==> config.mk <==
export PLATFORM = sky130hd
export DESIGN_NAME = script_char_tokenizer_top
export DESIGN_NICKNAME = d
export VERILOG_FILES = /design/src/design/sct_pkg.sv /design/src/design/script_char_tokenizer_top.sv /design/src/design/sct_step.sv /design/src/design/sct_res_queue.sv
export SDC_FILE = /design/constraint.sdc
export NUM_CORES = 1
export LEC_CHECK = 0
export ABC_AREA = 1
export BUFFER_PORTS_ARGS = -buffer_cell sky130_fd_sc_hd__clkbuf_2
export CORE_ASPECT_RATIO = 1.5
export CORE_UTILIZATION = 51
export CTS_BUF_LIST = sky130_fd_sc_hd__clkbuf_2 sky130_fd_sc_hd__clkbuf_4 sky130_fd_sc_hd__clkbuf_8
export CTS_CLUSTER_SIZE = 16
export DETAILED_ROUTE_END_ITERATION = 6
export PLACE_DENSITY = 0.64
export SYNTH_ARGS = -nofsm -noshare
export SYNTH_HDL_FRONTEND = slang
export SYNTH_SLANG_ARGS = --single-unit
==> constraint.sdc <==
create_clock -name clk -period 5.8 [get_ports clk]
set_input_delay 1.16 -clock clk [delete_from_list [all_inputs] [get_ports clk]]
set_output_delay 1.16 -clock clk [all_outputs]
set_load 0.005 [all_outputs]
==> src/design/sct_pkg.sv <==
// Shared types, character codes and lexer step function for the script tokenizer.
package sct_pkg;

    localparam int LINE_BITS  = 32;
    localparam int QDEPTH     = 4;
    localparam int QPTR_BITS  = $clog2(QDEPTH);
    localparam int SPACE_BITS = $clog2(QDEPTH + 1);

    localparam logic [2:0] MODE_BETWEEN = 3'd0;
    localparam logic [2:0] MODE_TOKEN   = 3'd1;
    localparam logic [2:0] MODE_SLASH   = 3'd2;
    localparam logic [2:0] MODE_COMMENT = 3'd3;
    localparam logic [2:0] MODE_QUOTED  = 3'd4;

    localparam logic [7:0] CH_BACKSLASH = 8'h5C;
    localparam logic [7:0] CH_NEWLINE   = 8'h0A;
    localparam logic [7:0] CH_SEMI      = 8'h3B;
    localparam logic [7:0] CH_HASH      = 8'h23;
    localparam logic [7:0] CH_SLASH     = 8'h2F;
    localparam logic [7:0] CH_QUOTE     = 8'h22;
    localparam logic [7:0] CH_SPACE     = 8'h20;
    localparam logic [7:0] CH_TAB       = 8'h09;
    localparam logic [7:0] CH_CR        = 8'h0D;

    typedef struct packed {
        logic [7:0] char_in;
        logic       end_of_input;
    } item_t;

    typedef struct packed {
        logic        has_char;
        logic [7:0]  token_byte;
        logic        token_end;
        logic        is_quoted;
        logic [31:0] line_number;
        logic        unterminated_quote;
    } result_t;

    typedef struct packed {
        logic [1:0]       cnt;
        result_t [2:0]    entry;
    } push_t;

    typedef struct packed {
        logic       has_char;
        logic [7:0] token_byte;
        logic       token_end;
        logic       is_quoted;
        logic       unterminated_quote;
    } lex_res_t;

    typedef struct packed {
        logic [2:0]     mode;
        logic           tok_open;
        logic [1:0]     cnt;
        lex_res_t [1:0] res;
    } lex_out_t;

    function automatic logic is_ws(logic [7:0] c);
        return (c == CH_SPACE) || ((c >= CH_TAB) && (c <= CH_CR));
    endfunction

    function automatic lex_res_t mk_res(logic has, logic [7:0] byte_val, logic end_flag,
                                        logic quoted, logic err);
        lex_res_t r;
        r.has_char           = has;
        r.token_byte         = byte_val;
        r.token_end          = end_flag;
        r.is_quoted          = quoted;
        r.unterminated_quote = err;
        return r;
    endfunction

    function automatic lex_out_t lex_add(lex_out_t o, lex_res_t e);
        lex_out_t r;
        r = o;
        r.res[o.cnt[0]] = e;
        r.cnt = o.cnt + 2'd1;
        return r;
    endfunction

    function automatic lex_out_t token_lex(lex_out_t o, logic [7:0] c, logic eof);
        lex_out_t r;
        r = o;
        if (eof || is_ws(c))
        begin
            r = lex_add(r, mk_res(1'b0, 8'd0, 1'b1, 1'b0, 1'b0));
            r.tok_open = 1'b0;
            r.mode = MODE_BETWEEN;
        end
        else if (c == CH_SEMI || c == CH_HASH)
        begin
            r.mode = MODE_COMMENT;
        end
        else if (c == CH_SLASH)
        begin
            r.mode = MODE_SLASH;
        end
        else
        begin
            r = lex_add(r, mk_res(1'b1, c, 1'b0, 1'b0, 1'b0));
        end
        return r;
    endfunction

    // One character through the lexer, giving at most two results.
    function automatic lex_out_t lex_step(logic [2:0] mode, logic tok, logic [7:0] c,
                                          logic eof);
        lex_out_t o;
        o.mode = mode;
        o.tok_open = tok;
        o.cnt = 2'd0;
        o.res = '0;
        unique case (mode)
            MODE_QUOTED:
            begin
                if (eof)
                begin
                    o = lex_add(o, mk_res(1'b0, 8'd0, 1'b1, 1'b1, 1'b1));
                end
                else if (c == CH_QUOTE)
                begin
                    o = lex_add(o, mk_res(1'b0, 8'd0, 1'b1, 1'b1, 1'b0));
                    o.mode = MODE_BETWEEN;
                end
                else
                begin
                    o = lex_add(o, mk_res(1'b1, c, 1'b0, 1'b1, 1'b0));
                end
            end
            MODE_COMMENT:
            begin
                if (eof || c == CH_NEWLINE)
                begin
                    if (tok)
                    begin
                        o = lex_add(o, mk_res(1'b0, 8'd0, 1'b1, 1'b0, 1'b0));
                    end
                    o.tok_open = 1'b0;
                    o.mode = MODE_BETWEEN;
                end
            end
            MODE_SLASH:
            begin
                if (!eof && c == CH_SLASH)
                begin
                    o.mode = MODE_COMMENT;
                end
                else
                begin
                    o = lex_add(o, mk_res(1'b1, CH_SLASH, 1'b0, 1'b0, 1'b0));
                    o.tok_open = 1'b1;
                    o.mode = MODE_TOKEN;
                    o = token_lex(o, c, eof);
                end
            end
            MODE_TOKEN:
            begin
                o = token_lex(o, c, eof);
            end
            default:
            begin
                if (!eof && !is_ws(c))
                begin
                    if (c == CH_SLASH)
                    begin
                        o.tok_open = 1'b0;
                        o.mode = MODE_SLASH;
                    end
                    else if (c == CH_SEMI || c == CH_HASH)
                    begin
                        o.tok_open = 1'b0;
                        o.mode = MODE_COMMENT;
                    end
                    else if (c == CH_QUOTE)
                    begin
                        o.mode = MODE_QUOTED;
                    end
                    else
                    begin
                        o = lex_add(o, mk_res(1'b1, c, 1'b0, 1'b0, 1'b0));
                        o.tok_open = 1'b1;
                        o.mode = MODE_TOKEN;
                    end
                end
            end
        endcase
        return o;
    endfunction

endpackage

==> src/design/script_char_tokenizer_top.sv <==
// Top level of the script tokenizer: step logic feeding the result queue.
//
// Each transaction on the item channel carries one script byte or an end-of-input
// mark, and the block answers with zero to three result transactions carrying token
// characters, token-end markers, the current line number and an unterminated-quote
// flag. An accepted item is registered, processed once the queue has room for all of
// its results, and those results are written together into a four-entry result queue,
// which returns one result per cycle while the output is ready. Items are taken one per
// cycle as long as the queue has room for all of an item's results; an item that yields
// two or three results holds the output side until all of them are taken. The first
// result of an item passes the input register and then the result queue before it is
// valid on the output. End of input returns all lexer state to its reset values.
module script_char_tokenizer_top (
    input  logic             clk,
    input  logic             rst_n,
    input  logic             item_valid,
    output logic             item_ready,
    input  sct_pkg::item_t   item,
    output logic             result_valid,
    input  logic             result_ready,
    output sct_pkg::result_t result
);
    import sct_pkg::*;

    push_t                 push;
    logic [SPACE_BITS-1:0] space;

    sct_step u_step (
        .clk        (clk),
        .rst_n      (rst_n),
        .item_valid (item_valid),
        .item_ready (item_ready),
        .item       (item),
        .space      (space),
        .push       (push)
    );

    sct_res_queue u_queue (
        .clk          (clk),
        .rst_n        (rst_n),
        .push         (push),
        .space        (space),
        .result_valid (result_valid),
        .result_ready (result_ready),
        .result       (result)
    );

endmodule

==> src/design/sct_step.sv <==
// Input register, lexer state and the per-byte step logic of the script tokenizer.
module sct_step (
    input  logic                          clk,
    input  logic                          rst_n,
    input  logic                          item_valid,
    output logic                          item_ready,
    input  sct_pkg::item_t                item,
    input  logic [sct_pkg::SPACE_BITS-1:0] space,
    output sct_pkg::push_t                push
);
    import sct_pkg::*;

    logic                 in_valid_reg;
    item_t                in_item_reg;
    logic [2:0]           mode_reg, mode_next;
    logic                 tok_reg, tok_next;
    logic                 bp_reg, bp_next;
    logic                 raw_reg, raw_next;
    logic [LINE_BITS-1:0] line_reg, line_next;

    logic [LINE_BITS-1:0] line_inc;
    logic [LINE_BITS-1:0] line_out;
    logic                 eof;
    logic [7:0]           c;
    logic                 do_a, do_b;
    lex_out_t             lex_a, lex_b;
    logic [2:0]           mid_mode;
    logic                 mid_tok;
    logic [1:0]           cnt_a, cnt_b, n_total;
    lex_res_t [2:0]       ent;
    logic                 fire;

    always_comb
    begin
        eof = in_item_reg.end_of_input;
        c = in_item_reg.char_in;
        line_inc = (c == CH_NEWLINE) ? line_reg + LINE_BITS'(1) : line_reg;
        line_out = eof ? line_reg : line_inc;

        do_a = eof ? bp_reg : (!raw_reg && bp_reg && c != CH_NEWLINE);
        do_b = eof ? 1'b1 : (raw_reg || (c != CH_BACKSLASH && !(bp_reg && c == CH_NEWLINE)));

        lex_a = lex_step(mode_reg, tok_reg, CH_BACKSLASH, 1'b0);
        mid_mode = do_a ? lex_a.mode : mode_reg;
        mid_tok = do_a ? lex_a.tok_open : tok_reg;
        lex_b = lex_step(mid_mode, mid_tok, c, eof);

        cnt_a = do_a ? lex_a.cnt : 2'd0;
        cnt_b = do_b ? lex_b.cnt : 2'd0;
        n_total = cnt_a + cnt_b;

        ent = '0;
        unique case (cnt_a)
            2'd0:
            begin
                ent[0] = lex_b.res[0];
                ent[1] = lex_b.res[1];
            end
            2'd1:
            begin
                ent[0] = lex_a.res[0];
                ent[1] = lex_b.res[0];
                ent[2] = lex_b.res[1];
            end
            default:
            begin
                ent[0] = lex_a.res[0];
                ent[1] = lex_a.res[1];
                ent[2] = lex_b.res[0];
            end
        endcase

        fire = in_valid_reg && (SPACE_BITS'(n_total) <= space);
        item_ready = !in_valid_reg || fire;

        push.cnt = fire ? n_total : 2'd0;
        for (int i = 0; i < 3; i++)
        begin
            push.entry[i].has_char           = ent[i].has_char;
            push.entry[i].token_byte         = ent[i].token_byte;
            push.entry[i].token_end          = ent[i].token_end;
            push.entry[i].is_quoted          = ent[i].is_quoted;
            push.entry[i].line_number        = 32'(line_out);
            push.entry[i].unterminated_quote = ent[i].unterminated_quote;
        end

        mode_next = mode_reg;
        tok_next = tok_reg;
        bp_next = bp_reg;
        raw_next = raw_reg;
        line_next = line_reg;
        if (fire)
        begin
            if (eof)
            begin
                mode_next = MODE_BETWEEN;
                tok_next = 1'b0;
                bp_next = 1'b0;
                raw_next = 1'b0;
                line_next = LINE_BITS'(1);
            end
            else
            begin
                mode_next = do_b ? lex_b.mode : mid_mode;
                tok_next = do_b ? lex_b.tok_open : mid_tok;
                bp_next = !raw_reg && c == CH_BACKSLASH;
                raw_next = !raw_reg && bp_reg && c == CH_NEWLINE;
                line_next = line_inc;
            end
        end
    end

    always_ff @(posedge clk or negedge rst_n)
    begin
        if (!rst_n)
        begin
            in_valid_reg <= 1'b0;
            mode_reg <= MODE_BETWEEN;
            tok_reg <= 1'b0;
            bp_reg <= 1'b0;
            raw_reg <= 1'b0;
            line_reg <= LINE_BITS'(1);
        end
        else
        begin
            if (item_ready)
            begin
                in_valid_reg <= item_valid;
            end
            mode_reg <= mode_next;
            tok_reg <= tok_next;
            bp_reg <= bp_next;
            raw_reg <= raw_next;
            line_reg <= line_next;
        end
    end

    always_ff @(posedge clk)
    begin
        if (item_valid && item_ready)
        begin
            in_item_reg <= item;
        end
    end

    assert property (@(posedge clk) disable iff (!rst_n) !(raw_reg && bp_reg))
        else $error("Continuation flags set together.");

    assert property (@(posedge clk) disable iff (!rst_n)
        (fire && eof) |=> (mode_reg == MODE_BETWEEN && !tok_reg && line_reg == LINE_BITS'(1)))
        else $error("State not restored after end of input.");

    assert property (@(posedge clk) disable iff (!rst_n)
        (in_valid_reg && !fire) |=> (in_valid_reg && $stable(in_item_reg)))
        else $error("Held transaction lost before processing.");

endmodule

==> src/design/sct_res_queue.sv <==
// Small result queue that takes up to three results per cycle and hands out one.
module sct_res_queue (
    input  logic                           clk,
    input  logic                           rst_n,
    input  sct_pkg::push_t                 push,
    output logic [sct_pkg::SPACE_BITS-1:0] space,
    output logic                           result_valid,
    input  logic                           result_ready,
    output sct_pkg::result_t               result
);
    import sct_pkg::*;

    result_t               mem [QDEPTH];
    logic [QPTR_BITS-1:0]  wr_ptr_reg, wr_ptr_next;
    logic [QPTR_BITS-1:0]  rd_ptr_reg, rd_ptr_next;
    logic [SPACE_BITS-1:0] count_reg, count_next;
    logic                  pop;

    always_comb
    begin
        result_valid = count_reg != '0;
        result = mem[rd_ptr_reg];
        pop = result_valid && result_ready;
        space = SPACE_BITS'(QDEPTH) - count_reg + SPACE_BITS'(pop);
        count_next = count_reg + SPACE_BITS'(push.cnt) - SPACE_BITS'(pop);
        wr_ptr_next = wr_ptr_reg + QPTR_BITS'(push.cnt);
        rd_ptr_next = rd_ptr_reg + QPTR_BITS'(pop);
    end

    always_ff @(posedge clk or negedge rst_n)
    begin
        if (!rst_n)
        begin
            wr_ptr_reg <= '0;
            rd_ptr_reg <= '0;
            count_reg <= '0;
        end
        else
        begin
            wr_ptr_reg <= wr_ptr_next;
            rd_ptr_reg <= rd_ptr_next;
            count_reg <= count_next;
        end
    end

    always_ff @(posedge clk)
    begin
        for (int i = 0; i < 3; i++)
        begin
            if (i < int'(push.cnt))
            begin
                mem[wr_ptr_reg + QPTR_BITS'(i)] <= push.entry[i];
            end
        end
    end

    assert property (@(posedge clk) disable iff (!rst_n) count_reg <= SPACE_BITS'(QDEPTH))
        else $error("Result queue over capacity.");

    assert property (@(posedge clk) disable iff (!rst_n) SPACE_BITS'(push.cnt) <= space)
        else $error("Results pushed beyond free space.");

    assert property (@(posedge clk) disable iff (!rst_n) (push.cnt != 2'd0) |=> result_valid)
        else $error("Pushed results not offered.");

endmodule

==> flow_summary.toml <==
[run_status]
status = "finished with violations"
violations = "DRC"

[power]
p_per_area_nw_per_um2 = 508
p_leak_nw = 5.44
netSwitchingPower_mw = 2.80
p_comb_share_pct = 43.2
internal_power_mw = 3.98
seq_power_share_pct = 36.6
clkPwrFrac_pct = 20.2
power.share.switching_pct = 41.3
ir_worst_vdd_mv = 0.621

[grt]
antenna_found_initial = 0
gr-total-overflow = 0
grt_pass1_vias = 9717
grt_usage_pct = 27.1
grt_max_degree = 90
grt_pass1_wl_um = 50100

[place]
dp_hpwl_um = 21000
pre_cts_slack_ns = 0.460
dpl-instance-area_um2 = 12600
routabilityCongestion = 0.944
port-buffer-count = 58

[worst_setup_path]
rrSetupSlack_ns = 0.42
crit_type = "reg -> reg"
worstPathArrival_ns = 5.52
path_max_fanout = 44
worstPathRequired_ns = 5.94
cp-end-kind = "flop"
cp-start-kind = "flop"

[timing]
fin_skew_ns = 0.0213
whs_ns = 0.515
hold_viol = 0
clock.fmax_mhz = 186
drv_slew = 0
fin_ws_ns = 0.424
slew_headroom_pct = 33.0
fin_crit_sh_pct = 92.7
setup_viol = 0
fin_crit_ns = 5.38
tightest_slew_ns = 1.01
tns_ns = 0
rsz0062_at_grt = "false"

[synth]
synthArstFlopShare_pct = 19.9
synth_nets = 1398
syn_inst = 1373
yosysUniqueCellTypes = 43
yosys_warnings = 0
synth-edff-count = 185
synthTopCellsByArea = "edfxtp_1 (46%), nand2_1 (10%), dfrtp_1 (9.3%), o21ai_0 (7.2%), nor2_1 (4.9%)"
synth_top_area_share_pct = 46.0
synth-main-ff-cell = "edfxtp_1"
seq_area_frac_synth_pct = 55.6
synth-seq-cells = 231
yosysTopAreaCell = "edfxtp_1"
synthesis.area_um2 = 12100
avgSynthCellArea_um2 = 8.79

[die]
core_um2 = 23100
die_w_um = 128
ios = 59
num_rows = 68
initial_utilization_pct = 52.2
die_h_um = 190
die_area_um2 = 24300

[clocking]
numCtsBuffers = 36
cts_sinks = 231
clk_pin_slew_ns = 0.06
cts_tree = "done"
clock_latency_ns = 0.52
root_buffer = "clkbuf_8"
cts_hold_buf = 0
cts_resized = 0
htree_levels = 2
cts_max_path_buffers = 3
cts_setup_buffers = 0

[route]
num_vias = 9849
via_per_inst = 5.58
routedWlPerCell_um = 18.1
drc = 40
antenna_left = 0
drtIter0Drc = 651
wirelength_um = 31900
firstDrtPassIters = 7

[layout]
largest_register_ff_count = 176
area_delta_synth_final_pct = 10.4
drive_gt1_share_pct = 12.5
antenna_cells = 0
nFillCells = 2119
design_area_um2 = 13300
fin_nets = 1449

[min_path]
hp-class = "reg -> reg"

[flow_run]
max-cap-violations = 0
[cells by family after synthesis]
kind of cell / share of synthesized area (%)
simple gates: 24.4
compound gates: 12.4
flops: 55.6
buf+inv: 5.64
fa+ha+maj: 1.31
xor+xnor: 0.726
[placed cells by master, fill, tap and decap left out, drive strengths merged, types with 2 or more instances in the layout]
master	instances
a211oi	6
clkbuf	111
o21ai	182
nor2	168
nand3	118
dfrtp	45
clkinv	8
a21oi	29
xor2	8
edfxtp	185
buf	13
nand4	13
o21bai	2
nor3	21
inv	111
ha	11
xnor2	2
o22ai	46
nor4	4
nand2	344
a31oi	4
or2	2
and2	3
o211ai	4
[cells in the mapped netlist, types with 3 or more instances]
cell type,number
nand2_1,336
dfrtp_1,45
nor2_1,157
a31oi_1,4
ha_1,11
edfxtp_1,185
and2_1,3
nor2_4,8
a21oi_1,28
buf_2,4
buf_4,3
nor4_1,4
o211ai_1,4
a211oi_1,6
nor2_2,3
o21ai_1,9
nand3_1,112
xor2_1,8
clkbuf_1,47
o21ai_0,173
nand2_2,7
inv_2,13
nand3_4,4
buf_6,4
o22ai_1,46
inv_1,96
nor3_1,21
nand4_2,4
nand4_1,9
[path summary, 6_finish.rpt]
path                                          to  cells past startpoint                 from
max                            u_queue.mem[2][6]                     27          u_step.c[5]
max reg2reg                    u_queue.mem[2][6]                     27          u_step.c[5]
min                          u_step.line_reg[30]                      2  u_step.line_reg[30]
min in group asynchronous  u_queue.wr_ptr_reg[1]                      2                rst_n
max in group asynchronous    u_step.line_reg[21]                      2                rst_n
min reg2reg                  u_step.line_reg[30]                      2  u_step.line_reg[30]
[through the flow]
stage	power [mW]	utilization, %	instances
floorplan	4.42	-	1373
global placement	5.43	54.5	1701
detailed placement	5.47	54.5	1701
CTS	6.86	57.6	1764
global route	7.26	57.6	1764
finish	6.77	57.6	1764
[power groups by stage]
stage	registers (mW)	logic, mW	clock network (mW)
3_5_place_dp	2.51	2.96	0
3_3_place_gp	2.50	2.93	0
5_1_grt	2.51	3.28	1.46
2_1_floorplan	2.50	1.92	0
6_report	2.48	2.93	1.37
4_1_cts	2.48	2.98	1.40
[metal layers]
layer / up-vias / track usage, % / part of all wire (%)
li1: 4823 / - / -
met1: 4645 / 28.9 / 37
met2: 282 / 50.7 / 53
met3: 99 / 3.68 / 3.9
met4: 0 / 15.6 / 5.2
met5: - / 0 / 0
[critical path: stages (launching register included)]
cell and delay [ns]:
edfxtp_1 0.49, inv_2 0.13, nand2_1 0.07, nor2_2 0.12, nand2_2 0.16, nand2_2 0.15
nand2_2 0.12, nand2_1 0.11, nand2_1 0.11, nand2_1 0.08, nor2_1 0.06, nand2_1 0.07
a31oi_1 0.10, ha_1 0.26, inv_1 0.10, nand3_4 0.15, and2_1 0.22, ha_1 0.30
a21oi_1 0.16, nor3_1 0.07, nor2_1 0.12, inv_1 0.07, nor2_1 0.25, nand3_4 0.20
nor2_4 0.36, inv_2 0.20, nand3_2 0.11, buf_4 0.62
[area by class of cell]
class / count / area [um^2] / area share (%)
clock inverter: 10 / 73.8 / 0.554
timing repair buffer: 71 / 388 / 2.91
clock buffer: 53 / 642 / 4.82
inverter: 111 / 417 / 3.13
sequential: 231 / 6710 / 50.3
tap: 315 / 394 / 2.96
multi-input combinational: 973 / 4700 / 35.3
(Power assumes the default switching activity.)
